==> src/design/pee_pkg.sv <==
// ----------------------------------------------------------------------------
// pee_pkg
// Shared types and constants for the prefix expression evaluator.
// ----------------------------------------------------------------------------
package pee_pkg;

   localparam int SYM_W   = 8;
   localparam int VALUE_W = 32;

   localparam logic [SYM_W-1:0] SYM_ADD  = 8'd43;
   localparam logic [SYM_W-1:0] SYM_MUL  = 8'd42;
   localparam logic [SYM_W-1:0] SYM_ZERO = 8'd48;

   typedef enum logic [2:0] {
      S_IDLE,
      S_EXEC,
      S_CALC,
      S_DRAIN,
      S_POP_OP,
      S_FINAL
   } state_type;

   // commands from controller to datapath, at most one per cycle
   typedef struct packed {
      logic load;
      logic push_op;
      logic push_operand;
      logic start_combine;
      logic pop_a;
      logic pop_pair;
      logic calc;
      logic finish;
   } dp_cmd_type;

   typedef struct packed {
      logic is_operator;
      logic is_last;
      logic prev_operand;
      logic ops_empty;
      logic rsp_hold;
   } dp_status_type;

endpackage

==> src/design/pee_channels.sv <==
// ----------------------------------------------------------------------------
// pee_channels
// Valid/ready channel interfaces for the request and response sides.
// ----------------------------------------------------------------------------
interface pee_req_if import pee_pkg::*; ();
   logic             valid;
   logic             ready;
   logic [SYM_W-1:0] symbol;
   logic             last;

   modport source (output valid, symbol, last, input ready);
   modport sink   (input valid, symbol, last, output ready);
endinterface

interface pee_rsp_if import pee_pkg::*; ();
   logic                      valid;
   logic                      ready;
   logic signed [VALUE_W-1:0] value;
   logic                      error;

   modport source (output valid, value, error, input ready);
   modport sink   (input valid, value, error, output ready);
endinterface

==> src/design/pee_datapath.sv <==
// ----------------------------------------------------------------------------
// pee_datapath
// Value and operator stacks, combine unit and response register.
// ----------------------------------------------------------------------------
module pee_datapath import pee_pkg::*; #(
   parameter int STACK_DEPTH = 16
) (
   input  logic               clock,
   input  logic               reset,
   input  dp_cmd_type         cmd,
   output dp_status_type      status,
   input  logic [SYM_W-1:0]   req_symbol,
   input  logic               req_last,
   output logic [VALUE_W-1:0] rsp_value,
   output logic               rsp_error,
   output logic               rsp_valid,
   input  logic               rsp_ready
);

   localparam int CNT_W  = $clog2(STACK_DEPTH + 1);
   localparam int ADDR_W = (STACK_DEPTH > 1) ? $clog2(STACK_DEPTH) : 1;
   localparam logic [CNT_W-1:0] FULL_CNT = CNT_W'(STACK_DEPTH);

   logic [VALUE_W-1:0] vmem [STACK_DEPTH];
   logic               omem [STACK_DEPTH];

   logic [SYM_W-1:0]   sym_ff, sym_in;
   logic               last_ff, last_in;
   logic [CNT_W-1:0]   vcount_ff, vcount_in;
   logic [CNT_W-1:0]   ocount_ff, ocount_in;
   logic               prev_ff, prev_in;
   logic               err_ff, err_in;
   logic [VALUE_W-1:0] a_ff, a_in;
   logic               vzero_ff, vzero_in;
   logic [VALUE_W-1:0] vrd_ff;
   logic               ord_ff;
   logic [VALUE_W-1:0] rsp_value_ff, rsp_value_in;
   logic               rsp_error_ff, rsp_error_in;
   logic               rsp_valid_ff, rsp_valid_in;

   logic [VALUE_W-1:0] operand, popped, result, push_data;
   logic [CNT_W-1:0]   vtop, otop;
   logic               val_pop, op_pop, val_push_req;
   logic               vempty, vfull, ofull;
   logic               vwr_en, owr_en, vrd_en;

   always_comb begin
      operand      = {{(VALUE_W-SYM_W){1'b0}}, sym_ff} - {{(VALUE_W-SYM_W){1'b0}}, SYM_ZERO};
      popped       = vzero_ff ? '0 : vrd_ff;
      result       = ord_ff ? (a_ff * popped) : (a_ff + popped);
      val_pop      = cmd.start_combine | cmd.pop_pair | cmd.pop_a;
      op_pop       = cmd.start_combine | cmd.pop_pair;
      val_push_req = cmd.push_operand | cmd.calc;
      push_data    = cmd.calc ? result : operand;
      vempty       = (vcount_ff == '0);
      vfull        = (vcount_ff == FULL_CNT);
      ofull        = (ocount_ff == FULL_CNT);
      vwr_en       = val_push_req & ~vfull;
      owr_en       = cmd.push_op & ~ofull;
      vrd_en       = val_pop & ~vempty;
      vtop         = vcount_ff - CNT_W'(1);
      otop         = ocount_ff - CNT_W'(1);
   end

   always_comb begin
      sym_in       = cmd.load ? req_symbol : sym_ff;
      last_in      = cmd.load ? req_last : last_ff;
      vcount_in    = vcount_ff;
      ocount_in    = ocount_ff;
      prev_in      = prev_ff;
      err_in       = err_ff;
      a_in         = a_ff;
      vzero_in     = val_pop ? vempty : vzero_ff;
      rsp_value_in = rsp_value_ff;
      rsp_error_in = rsp_error_ff;
      rsp_valid_in = rsp_valid_ff & ~rsp_ready;

      if (cmd.finish) begin
         vcount_in    = '0;
         ocount_in    = '0;
         prev_in      = 1'b0;
         err_in       = 1'b0;
         rsp_value_in = popped;
         rsp_error_in = err_ff;
         rsp_valid_in = 1'b1;
      end else begin
         if (vwr_en) begin
            vcount_in = vcount_ff + CNT_W'(1);
         end else if (vrd_en) begin
            vcount_in = vtop;
         end
         if (owr_en) begin
            ocount_in = ocount_ff + CNT_W'(1);
         end else if (op_pop) begin
            ocount_in = otop;
         end
         // overflow, underflow, or an operand that finds no operator to combine with
         err_in = err_ff | (val_push_req & vfull) | (cmd.push_op & ofull)
                | (val_pop & vempty) | (cmd.push_operand & prev_ff);
         if (cmd.push_op) begin
            prev_in = 1'b0;
         end else if (cmd.push_operand | cmd.start_combine) begin
            prev_in = 1'b1;
         end
      end

      if (cmd.start_combine) begin
         a_in = operand;
      end else if (cmd.pop_pair) begin
         a_in = popped;
      end
   end

   always_ff @(posedge clock) begin
      if (reset) begin
         vcount_ff    <= '0;
         ocount_ff    <= '0;
         prev_ff      <= 1'b0;
         err_ff       <= 1'b0;
         rsp_valid_ff <= 1'b0;
      end else begin
         vcount_ff    <= vcount_in;
         ocount_ff    <= ocount_in;
         prev_ff      <= prev_in;
         err_ff       <= err_in;
         rsp_valid_ff <= rsp_valid_in;
      end
   end

   always_ff @(posedge clock) begin
      sym_ff       <= sym_in;
      last_ff      <= last_in;
      a_ff         <= a_in;
      vzero_ff     <= vzero_in;
      rsp_value_ff <= rsp_value_in;
      rsp_error_ff <= rsp_error_in;
   end

   // stack memories, registered read
   always_ff @(posedge clock) begin
      if (vwr_en) begin
         vmem[vcount_ff[ADDR_W-1:0]] <= push_data;
      end
      if (vrd_en) begin
         vrd_ff <= vmem[vtop[ADDR_W-1:0]];
      end
   end

   always_ff @(posedge clock) begin
      if (owr_en) begin
         omem[ocount_ff[ADDR_W-1:0]] <= (sym_ff == SYM_MUL);
      end
      if (op_pop) begin
         ord_ff <= omem[otop[ADDR_W-1:0]];
      end
   end

   always_comb begin
      status.is_operator  = (sym_ff == SYM_ADD) || (sym_ff == SYM_MUL);
      status.is_last      = last_ff;
      status.prev_operand = prev_ff;
      status.ops_empty    = (ocount_ff == '0);
      status.rsp_hold     = rsp_valid_ff & ~rsp_ready;
   end

   assign rsp_value = rsp_value_ff;
   assign rsp_error = rsp_error_ff;
   assign rsp_valid = rsp_valid_ff;

endmodule

==> src/design/pee_ctrl.sv <==
// ----------------------------------------------------------------------------
// pee_ctrl
// Sequencer for item decode, combine steps, drain and result hand-off.
// ----------------------------------------------------------------------------
module pee_ctrl import pee_pkg::*; (
   input  logic          clock,
   input  logic          reset,
   input  logic          req_valid,
   output logic          req_ready,
   input  dp_status_type status,
   output dp_cmd_type    cmd
);

   state_type state_ff, state_in;
   logic      combine_now;

   assign combine_now = ~status.is_operator & status.prev_operand & ~status.ops_empty;

   always_comb begin
      state_in = state_ff;
      unique case (state_ff)
         S_IDLE: begin
            if (req_valid) begin
               state_in = S_EXEC;
            end
         end
         S_EXEC: begin
            if (combine_now) begin
               state_in = S_CALC;
            end else begin
               state_in = status.is_last ? S_DRAIN : S_IDLE;
            end
         end
         S_CALC: begin
            state_in = status.is_last ? S_DRAIN : S_IDLE;
         end
         S_DRAIN: begin
            state_in = status.ops_empty ? S_FINAL : S_POP_OP;
         end
         S_POP_OP: begin
            state_in = S_CALC;
         end
         S_FINAL: begin
            if (!status.rsp_hold) begin
               state_in = S_IDLE;
            end
         end
         default: begin
            state_in = S_IDLE;
         end
      endcase
   end

   always_comb begin
      cmd       = '0;
      req_ready = 1'b0;
      unique case (state_ff)
         S_IDLE: begin
            // nothing is taken while reset is held
            req_ready = ~reset;
            cmd.load  = req_valid;
         end
         S_EXEC: begin
            cmd.push_op       = status.is_operator;
            cmd.start_combine = combine_now;
            cmd.push_operand  = ~status.is_operator & ~combine_now;
         end
         S_CALC: begin
            cmd.calc = 1'b1;
         end
         S_DRAIN: begin
            // pops the right value of a drain step, or the final result
            cmd.pop_a = 1'b1;
         end
         S_POP_OP: begin
            cmd.pop_pair = 1'b1;
         end
         S_FINAL: begin
            cmd.finish = ~status.rsp_hold;
         end
         default: begin
            cmd = '0;
         end
      endcase
   end

   always_ff @(posedge clock) begin
      if (reset) begin
         state_ff <= S_IDLE;
      end else begin
         state_ff <= state_in;
      end
   end

endmodule

==> src/design/prefix_expression_evaluator_core.sv <==
// ----------------------------------------------------------------------------
// prefix_expression_evaluator_core
// Evaluates prefix expressions of '+', '*' and single-character operands.
//
//   channel  dir  payload                 transaction
//   req      in   symbol[7:0], last       valid & ready
//   rsp      out  value[31:0] s, error    valid & ready
//
// an operator or a plain operand passes S_IDLE and S_EXEC, a combining one also
// S_CALC; a last item adds S_DRAIN, S_POP_OP, S_CALC per pending operator, then
// S_DRAIN and S_FINAL, set by the single registered read port of each stack
// synchronous reset clears counts and flags only, stack contents are not cleared
// the next item is taken while a result waits in the output register; only
// the final step of a later expression stalls on it
// ----------------------------------------------------------------------------
module prefix_expression_evaluator_core import pee_pkg::*; #(
   parameter int STACK_DEPTH = 16
) (
   input logic       clock,
   input logic       reset,
   pee_req_if.sink   req,
   pee_rsp_if.source rsp
);

   dp_cmd_type         cmd;
   dp_status_type      status;
   logic [VALUE_W-1:0] rsp_value;

   pee_ctrl u_ctrl (
      .clock     (clock),
      .reset     (reset),
      .req_valid (req.valid),
      .req_ready (req.ready),
      .status    (status),
      .cmd       (cmd)
   );

   pee_datapath #(
      .STACK_DEPTH (STACK_DEPTH)
   ) u_datapath (
      .clock      (clock),
      .reset      (reset),
      .cmd        (cmd),
      .status     (status),
      .req_symbol (req.symbol),
      .req_last   (req.last),
      .rsp_value  (rsp_value),
      .rsp_error  (rsp.error),
      .rsp_valid  (rsp.valid),
      .rsp_ready  (rsp.ready)
   );

   assign rsp.value = $signed(rsp_value);

`ifndef SYNTHESIS
   a_cmd_onehot: assert property (@(posedge clock) disable iff (reset)
      $onehot0(cmd))
      else $error("more than one datapath command in a cycle");

   a_pop_then_calc: assert property (@(posedge clock) disable iff (reset)
      (cmd.start_combine || cmd.pop_pair) |=> cmd.calc)
      else $error("operator pop not followed by combine");

   a_finish_free: assert property (@(posedge clock) disable iff (reset)
      cmd.finish |-> !status.rsp_hold)
      else $error("result written over a pending response");

   a_one_item: assert property (@(posedge clock) disable iff (reset)
      (req.valid && req.ready) |=> !req.ready)
      else $error("new transaction taken while an item is in progress");
`endif

endmodule
==> src/flat_wrapper.sv <==
// flat-port wrapper written by rule: the top's interface ports become plain ports
module prefix_expression_evaluator_core_flat import pee_pkg::*;
#(
   parameter int STACK_DEPTH = 16
)
  (clock, reset, req_valid, req_symbol, req_last, req_ready, rsp_valid, rsp_value, rsp_error, rsp_ready);
  pee_req_if req_i ();
  pee_rsp_if rsp_i ();
  input logic clock;
  input logic reset;
  input wire logic [$bits(req_i.valid)-1:0] req_valid;
  input wire logic [$bits(req_i.symbol)-1:0] req_symbol;
  input wire logic [$bits(req_i.last)-1:0] req_last;
  output wire logic [$bits(req_i.ready)-1:0] req_ready;
  output wire logic [$bits(rsp_i.valid)-1:0] rsp_valid;
  output wire logic [$bits(rsp_i.value)-1:0] rsp_value;
  output wire logic [$bits(rsp_i.error)-1:0] rsp_error;
  input wire logic [$bits(rsp_i.ready)-1:0] rsp_ready;
  assign req_i.valid = req_valid;
  assign req_i.symbol = req_symbol;
  assign req_i.last = req_last;
  assign req_ready = req_i.ready;
  assign rsp_valid = rsp_i.valid;
  assign rsp_value = rsp_i.value;
  assign rsp_error = rsp_i.error;
  assign rsp_i.ready = rsp_ready;
  prefix_expression_evaluator_core #(.STACK_DEPTH(STACK_DEPTH)) u_core (.clock(clock), .reset(reset), .req(req_i), .rsp(rsp_i));
endmodule
==> config.mk <==
export PLATFORM = sky130hd
export DESIGN_NAME = prefix_expression_evaluator_core_flat
export DESIGN_NICKNAME = d
export VERILOG_FILES = /design/src/design/pee_pkg.sv /design/src/design/pee_channels.sv /design/src/design/pee_datapath.sv /design/src/design/pee_ctrl.sv /design/src/design/prefix_expression_evaluator_core.sv /design/src/flat_wrapper.sv
export SDC_FILE = /design/constraint.sdc
export NUM_CORES = 2
export LEC_CHECK = 0
export ABC_CLOCK_PERIOD_IN_PS = 9000
export BUFFER_PORTS_ARGS = -buffer_cell sky130_fd_sc_hd__buf_2
export CORE_MARGIN = 5
export CORE_UTILIZATION = 50
export DETAILED_ROUTE_END_ITERATION = 12
export PLACE_DENSITY = 0.73
export SLEW_MARGIN = 20
export SYNTH_ARGS = -nofsm -noshare
export SYNTH_HDL_FRONTEND = slang
export SYNTH_SLANG_ARGS = --single-unit
==> constraint.sdc <==
create_clock -name clock -period 9 [get_ports clock]
set_input_delay 0 -clock clock [delete_from_list [all_inputs] [get_ports clock]]
set_output_delay 0 -clock clock [all_outputs]
set_load 0.02 [all_outputs]
======== After elaboration in Yosys (flattened, before gate mapping) ========
Memories as Yosys holds them, arrays and structs flattened. A register that Yosys moved wholly into a read port is not among the register bits.
Cells that the tools add are included.
storage, ports and cells
  output and inout port bits .............. 35
  logic and storage cells ................. 97
  memories kept ........................... 2
  flip-flop bits (word level) ............. 91
  input bits .............................. 13
  RAM bits ................................ 528
cells by class
  mux-type cells .......................... 27
  reductions and logical operators ........ 10
  bitwise gates (word level) .............. 28
  $add $sub $neg .......................... 6
  equality and inequality tests ........... 11
  multipliers ............................. 1
memory list
  memory                  depth  bits a word  rd ports  clocked after memory_dff  wr ports  RTL line            text
  u_core.u_datapath.vmem  16     32           1         1                         1         pee_datapath.sv:24  logic [VALUE_W-1:0] vmem [STACK_DEPTH];
  u_core.u_datapath.omem  16     1            1         1                         1         pee_datapath.sv:25  logic omem [STACK_DEPTH];
operators with widths
  kind                                                 count
  2-to-1 mux 32 bit                                    5
  adder 32 bit                                         1
  multiplier 32 x 32 -> 32 bit                         1
  2-to-1 mux 5 bit                                     4
  case mux 3 bit (6 select lines)                      1
  equality test 8 x 6 -> 1 bit, second input constant  2
  2-to-1 mux 1 bit                                     12
  bitwise AND 1 bit                                    11
  adder 5 x 1 -> 5 bit, second input constant          2
  equality test 5 bit, second input constant           2
  logical NOT 5 bit                                    2
  subtractor 5 x 1 -> 5 bit, second input constant     2
  2-to-1 mux 3 bit                                     3
  NOT 1 bit                                            9
  subtractor 8 x 6 -> 9 bit, second input constant     1
  OR 1 bit                                             8
  equality test 3 x 2 -> 1 bit, second input constant  2
  equality test 3 bit, second input constant           2
  nonzero test 2 bit                                   3
  2-to-1 mux 2 bit                                     2
  != test 2 bit, second input constant                 2
  equality test 3 x 1 -> 1 bit, second input constant  1
  logical NOT 3 bit                                    1
  OR reduction 3 bit                                   1
  3 further kinds                                      3

======== Logic depth before layout (Yosys ltp) ========
  depth after elaboration ................. 14
  depth in mapped cells ................... 29

======== Modules after synthesis ========
From an unflattened synthesis, not the netlist that was laid out.
unflattened totals
  cell total of the unflattened synthesis .. 3175
  area, all modules ....................... 42594.6 um^2
modules (own cells, without submodules)
  module        cells each  seq. area each (um^2)  area an instance (um^2)  instances
  pee_datapath  3137        19358.6                42321.8                  1
  pee_ctrl      38          60.1                   272.8                    1

======== Least setup slack after synthesis ========
OpenSTA, ideal clock, no wires.
  kind .................................... register -> register
  start point ............................. reg u_core.u_datapath.vzero_ff
  end point ............................... mem u_core.u_datapath.vmem[0][29], data pin
  library setup time ...................... 0.377 ns
  path slack .............................. 0.719 ns
  data required time ...................... 8.623 ns
  cell stages (with the launch flop) ...... 29
  arrival ................................. 7.904 ns
  path buffers ............................ 4
  cell sequence ........................... edfxtp_1 > buf_2 > buf_4 > nor2b_1 > clkbuf_1 > clkbuf_1 > and2_1 > fa_1 > inv_1 > fa_1 > fa_1 > fa_1 > inv_1 > fa_1 > inv_1 > fa_1 > inv_1 > fa_1 > fa_1 > ha_1 > o21ai_0 > nand2b_1 > a31oi_1 > o21ai_0 > o21ai_0 > a21oi_1 > a21boi_0 > o22ai_1 > nor4_1
between the ends
  longest elaborated chain between the ends .. 4
RTL lines
  item                                                                 RTL line             text
  from (decl)                                                          pee_datapath.sv:34   logic vzero_ff, vzero_in;
  from (signal assigned)                                               pee_datapath.sv:134  vzero_ff <= vzero_in;
  2-to-1 mux 32 bit *                                                  pee_datapath.sv:49   popped = vzero_ff ? '0 : vrd_ff;
  net u_core.u_datapath.popped[4]                                      pee_datapath.sv:41   logic [VALUE_W-1:0] operand, popped, result, push_data;
  multiplier 32 x 32 -> 32 bit / adder 32 bit (equally long branches)  pee_datapath.sv:50   result = ord_ff ? (a_ff * popped) : (a_ff + popped);
  2-to-1 mux 32 bit *                                                  pee_datapath.sv:50
  2-to-1 mux 32 bit *                                                  pee_datapath.sv:54   push_data = cmd.calc ? result : operand;
  net u_core.u_datapath.push_data[29]                                  pee_datapath.sv:41
  to (decl)                                                            pee_datapath.sv:24
Mark *: on every way through the listed nets, which the timed path passes. The rest lies on a longest branch.

======== Final worst setup path ========
  start point ............................. reg u_core.u_datapath.vzero_ff
  end point ............................... mem u_core.u_datapath.vmem[5][31], data pin
between the ends
  longest elaborated chain between the ends .. 4
RTL lines
  item                                                                 RTL line
  2-to-1 mux 32 bit *                                                  pee_datapath.sv:49
  multiplier 32 x 32 -> 32 bit / adder 32 bit (equally long branches)  pee_datapath.sv:50
  2-to-1 mux 32 bit *                                                  pee_datapath.sv:50
  2-to-1 mux 32 bit *                                                  pee_datapath.sv:54
  net u_core.u_datapath.push_data[31]                                  pee_datapath.sv:41
Marked as above.

==> impl_results.md <==
* Status: complete, no violations
* Crit Path Category: flip-flop to flip-flop
* Synth area leaders: edfxtp_1 45%, fa_1 19%, mux4_2 8.7%
* Die area at 91,200 µm²
* CP Launch Type: flip-flop
* H-tree depth at 3
* Share of cells above drive strength 1 at 15.4%
* Post_cts resized at 0
* Max_cap viols at 0
* Slew at the pin with the worst max-slew slack at 1.19 ns
* Setup TNS at 0 ns
* CTS clock-pin slew for the worst setup and hold paths at 0.06 ns
* RSZ-0062 raised after global routing: no
* CTS Buf Count at 69
* GR Util All Layers at 24.8%
* Crit end category: flip-flop
* Post-DP HPWL at 74,300 µm
* Power Density at 210 nW/µm²
* ANT cells at 0
* Max IR drop VDD at 0.000179 V
* Avg Inst Size Synth at 13.5 µm²
* Wirelength per Cell at 24.7 µm
* Antenna viol nets, final at 0
* Final wirelength at 110,000 µm
* Mapped Area at 42,600 µm²
* Width of the die at 302 µm
* Commonest non-fill, non-tap cell in the layout: edfxtp_1
* Final core utilization at 55.5%
* Worst setup path end: u_core.u_datapath.vmem[5][31]
* PortBufs at 47
* Required @ worst endpoint at 9.31 ns
* Initial DRC count at 2,305
* Residual DRC at 0
* # rows at 107
* Hold_sp: req_last
* Clk_lat worst skew at 0.63 ns
* Gp weighted congestion at 0.949
* Slew Limit Fails at 0
* Most frequent cells in the layout: 636 x edfxtp_1, 423 x inv_1, 409 x fa_1
* YS warnings at 0
* Final hold viol count at 0
* Cell type with the largest total area after synthesis: edfxtp_1
* CTS tree: yes
* Worst Setup SP: u_core.u_datapath.vzero_ff
* First drt pass iteration count at 5
* Vias at 25,700
* Grt total ovfl at 0
* Vias per cell at 5.75
* Setup bufs post-CTS at 0
* Largest net degree at the start of global routing at 77
* WP data arrival at 8.61 ns
* Slew HR at 20.6%
* Post-CTS Hold Buffers at 11
* Vias in the first global route at 27,100
* Endpoints failing setup at 0
* Min cycle time layout at 8.31 ns
* Max Fclk at 120 MHz
* P_leak at 18.4 nW
* Area growth from synthesis to layout at 10.6%
* Worst-path fanout max at 33
* HP Class: input pin to flip-flop
* FF+latch count, synth at 652
* Post-synthesis sequential area ratio at 45.5%
* Post-synth ARST share at 0%
* Final #Nets at 3,851
* CTS sink count at 652
* First-pass GRT wire length at 169,000 µm
* Clock Tree Buf Depth at 3
* IO Pins at 48
* Worst R2R Start: u_core.u_datapath.vzero_ff
* Initial antenna violation count at 0
* Post-synth EDFFs at 636
* Mapped Cells at 3,169
* Period utilization at 92.3%
* Syn_nets at 3,756
* Die height at 302 µm
* Synth cell types at 76
* Starting Density at 50.2%
* Placeable Area at 84,900 µm²
* Clock skew at 0.0381 ns
* Yosys top cell area share at 44.8%
* Clock root cell: clkbuf_16
* Top FF cell, synth: edfxtp_1
* R2R setup slack at 0.69 ns
* Worst-case reg-to-reg path depth at 23
* Reg-to-reg endpoint: u_core.u_datapath.vmem[5][31]
## synthesized netlist by cell type (6+ instances only)
master and number:
edfxtp_1 636, inv_1 424, fa_1 409, and2_1 300, nand2_1 259, ha_1 165, mux4_2 165, clkbuf_1 132
nor2_1 96, a21oi_1 75, xnor2_1 75, o21ai_0 72, nor2b_1 37, xor2_1 29, a21o_1 24, dfxtp_1 16
nand3b_1 16, nor3_1 16, a31oi_1 15, nand3_1 14, a211oi_1 12, buf_1 12, o21a_1 12, and3_1 11
buf_2 11, o211ai_1 11, nand2b_1 8, mux2_2 7, mux2i_1 7, or3_1 7, nor3b_1 6
## routing by layer
| layer | global-route usage, % | vias up | part of all wire [%] |
|---|---|---|---|
| li1 | - | 11000 | - |
| met3 | 4.52 | 207 | 8.5 |
| met1 | 33.9 | 13200 | 40 |
| met4 | 6.90 | 0 | 2.9 |
| met2 | 41.3 | 1190 | 49 |
| met5 | 0 | - | 0 |
## sequential cells by signal, indices dropped and copies added, names as in the netlist
name / cells
u_core.u_datapath.vcount_ff: 5
u_core.u_datapath.vzero_ff: 1
u_core.u_datapath.prev_ff: 1
u_core.u_ctrl.state_ff: 3
u_core.u_datapath.last_ff: 1
u_core.u_datapath.err_ff: 1
u_core.u_datapath.sym_ff: 8
u_core.u_datapath.ord_ff: 1
u_core.u_datapath.rsp_value: 32
u_core.u_datapath.omem: 16
u_core.u_datapath.a_ff: 32
u_core.u_datapath.rsp_error: 1
u_core.u_datapath.vmem: 512
u_core.u_datapath.ocount_ff: 5
u_core.u_datapath.rsp_valid: 1
u_core.u_datapath.vrd_ff: 32
## through the flow
stage | setup WS (ns) | instances | power [mW] | cell area [µm²] | hold slack [ns]
2_1_floorplan | 0.719 | 3169 | 6.04 | 42600 | 0.0691
3_3_place_gp | 0.574 | 4325 | 7.01 | 44800 | 0.180
3_5_place_dp | 0.377 | 4325 | 7.02 | 44800 | 0.180
4_1_cts | 0.301 | 4461 | 9.90 | 47100 | 0.0641
5_1_grt | 0.352 | 4462 | 10.4 | 47100 | 0.0847
6_report | 0.694 | 4462 | 9.90 | 47100 | 0.0958
## layout make-up
| type | instances | area, µm² |
|---|---|---|
| Inverter | 427 | 1600 |
| Sequential cell | 652 | 19400 |
| Clock buffer | 81 | 1790 |
| Multi-Input combinational cell | 1934 | 21200 |
| Fill cell | 6811 | 37700 |
| Tap cell | 1144 | 1430 |
| Timing Repair Buffer | 180 | 1290 |
| Clock inverter | 44 | 460 |
## critical path, cell delays in order, from the launching register on
cell	delay, ns
edfxtp_1	0.59
buf_12	0.27
nor2b_2	0.24
buf_4	0.25
and2_1	0.18
fa_1	0.42
fa_1	0.49
fa_1	0.51
inv_1	0.05
fa_1	0.47
inv_1	0.05
fa_1	0.48
fa_1	0.62
fa_1	0.45
fa_1	0.48
ha_1	0.26
or3_1	0.38
a31oi_1	0.33
o21ai_0	0.18
nor2_1	0.17
o211ai_1	0.12
a31o_2	0.26
xnor2_1	0.14
o221ai_2	0.60
## power by group
part | switching [mW] | internal [mW] | leakage, nW
Combinational | 2.02 | 1.51 | 11.3
Sequential | 0.0406 | 3.50 | 5.97
Clock | 1.23 | 1.60 | 1.10
Total | 3.29 | 6.61 | 18.4
## worst min-delay path by stage
stage / endpoint / slack (ns) / depth (start not counted)
6_report: u_core.u_datapath.last_ff / 0.1 / 2
3_5_place_dp: u_core.u_datapath.last_ff / 0.18 / 1
2_1_floorplan: u_core.u_ctrl.state_ff[1] / 0.07 / 1
3_3_place_gp: u_core.u_datapath.sym_ff[0] / 0.18 / 1
4_1_cts: u_core.u_datapath.sym_ff[3] / 0.06 / 2
5_1_grt: u_core.u_datapath.sym_ff[4] / 0.08 / 2
## logic make-up (layout without fill, tap and decap cells)
logic type	after synthesis	count (layout)	synth area share, %
AOI/OAI and AO/OA	273	273	4.06
buffers and inverters	583	732	5.17
DFF	652	652	45.5
and+or+nand+nor	799	799	9.73
adders and majority gates	574	574	24.0
xor gates and xnor gates	109	109	2.40
muxes	179	179	9.06
Power figures use the tool's default switching activity.
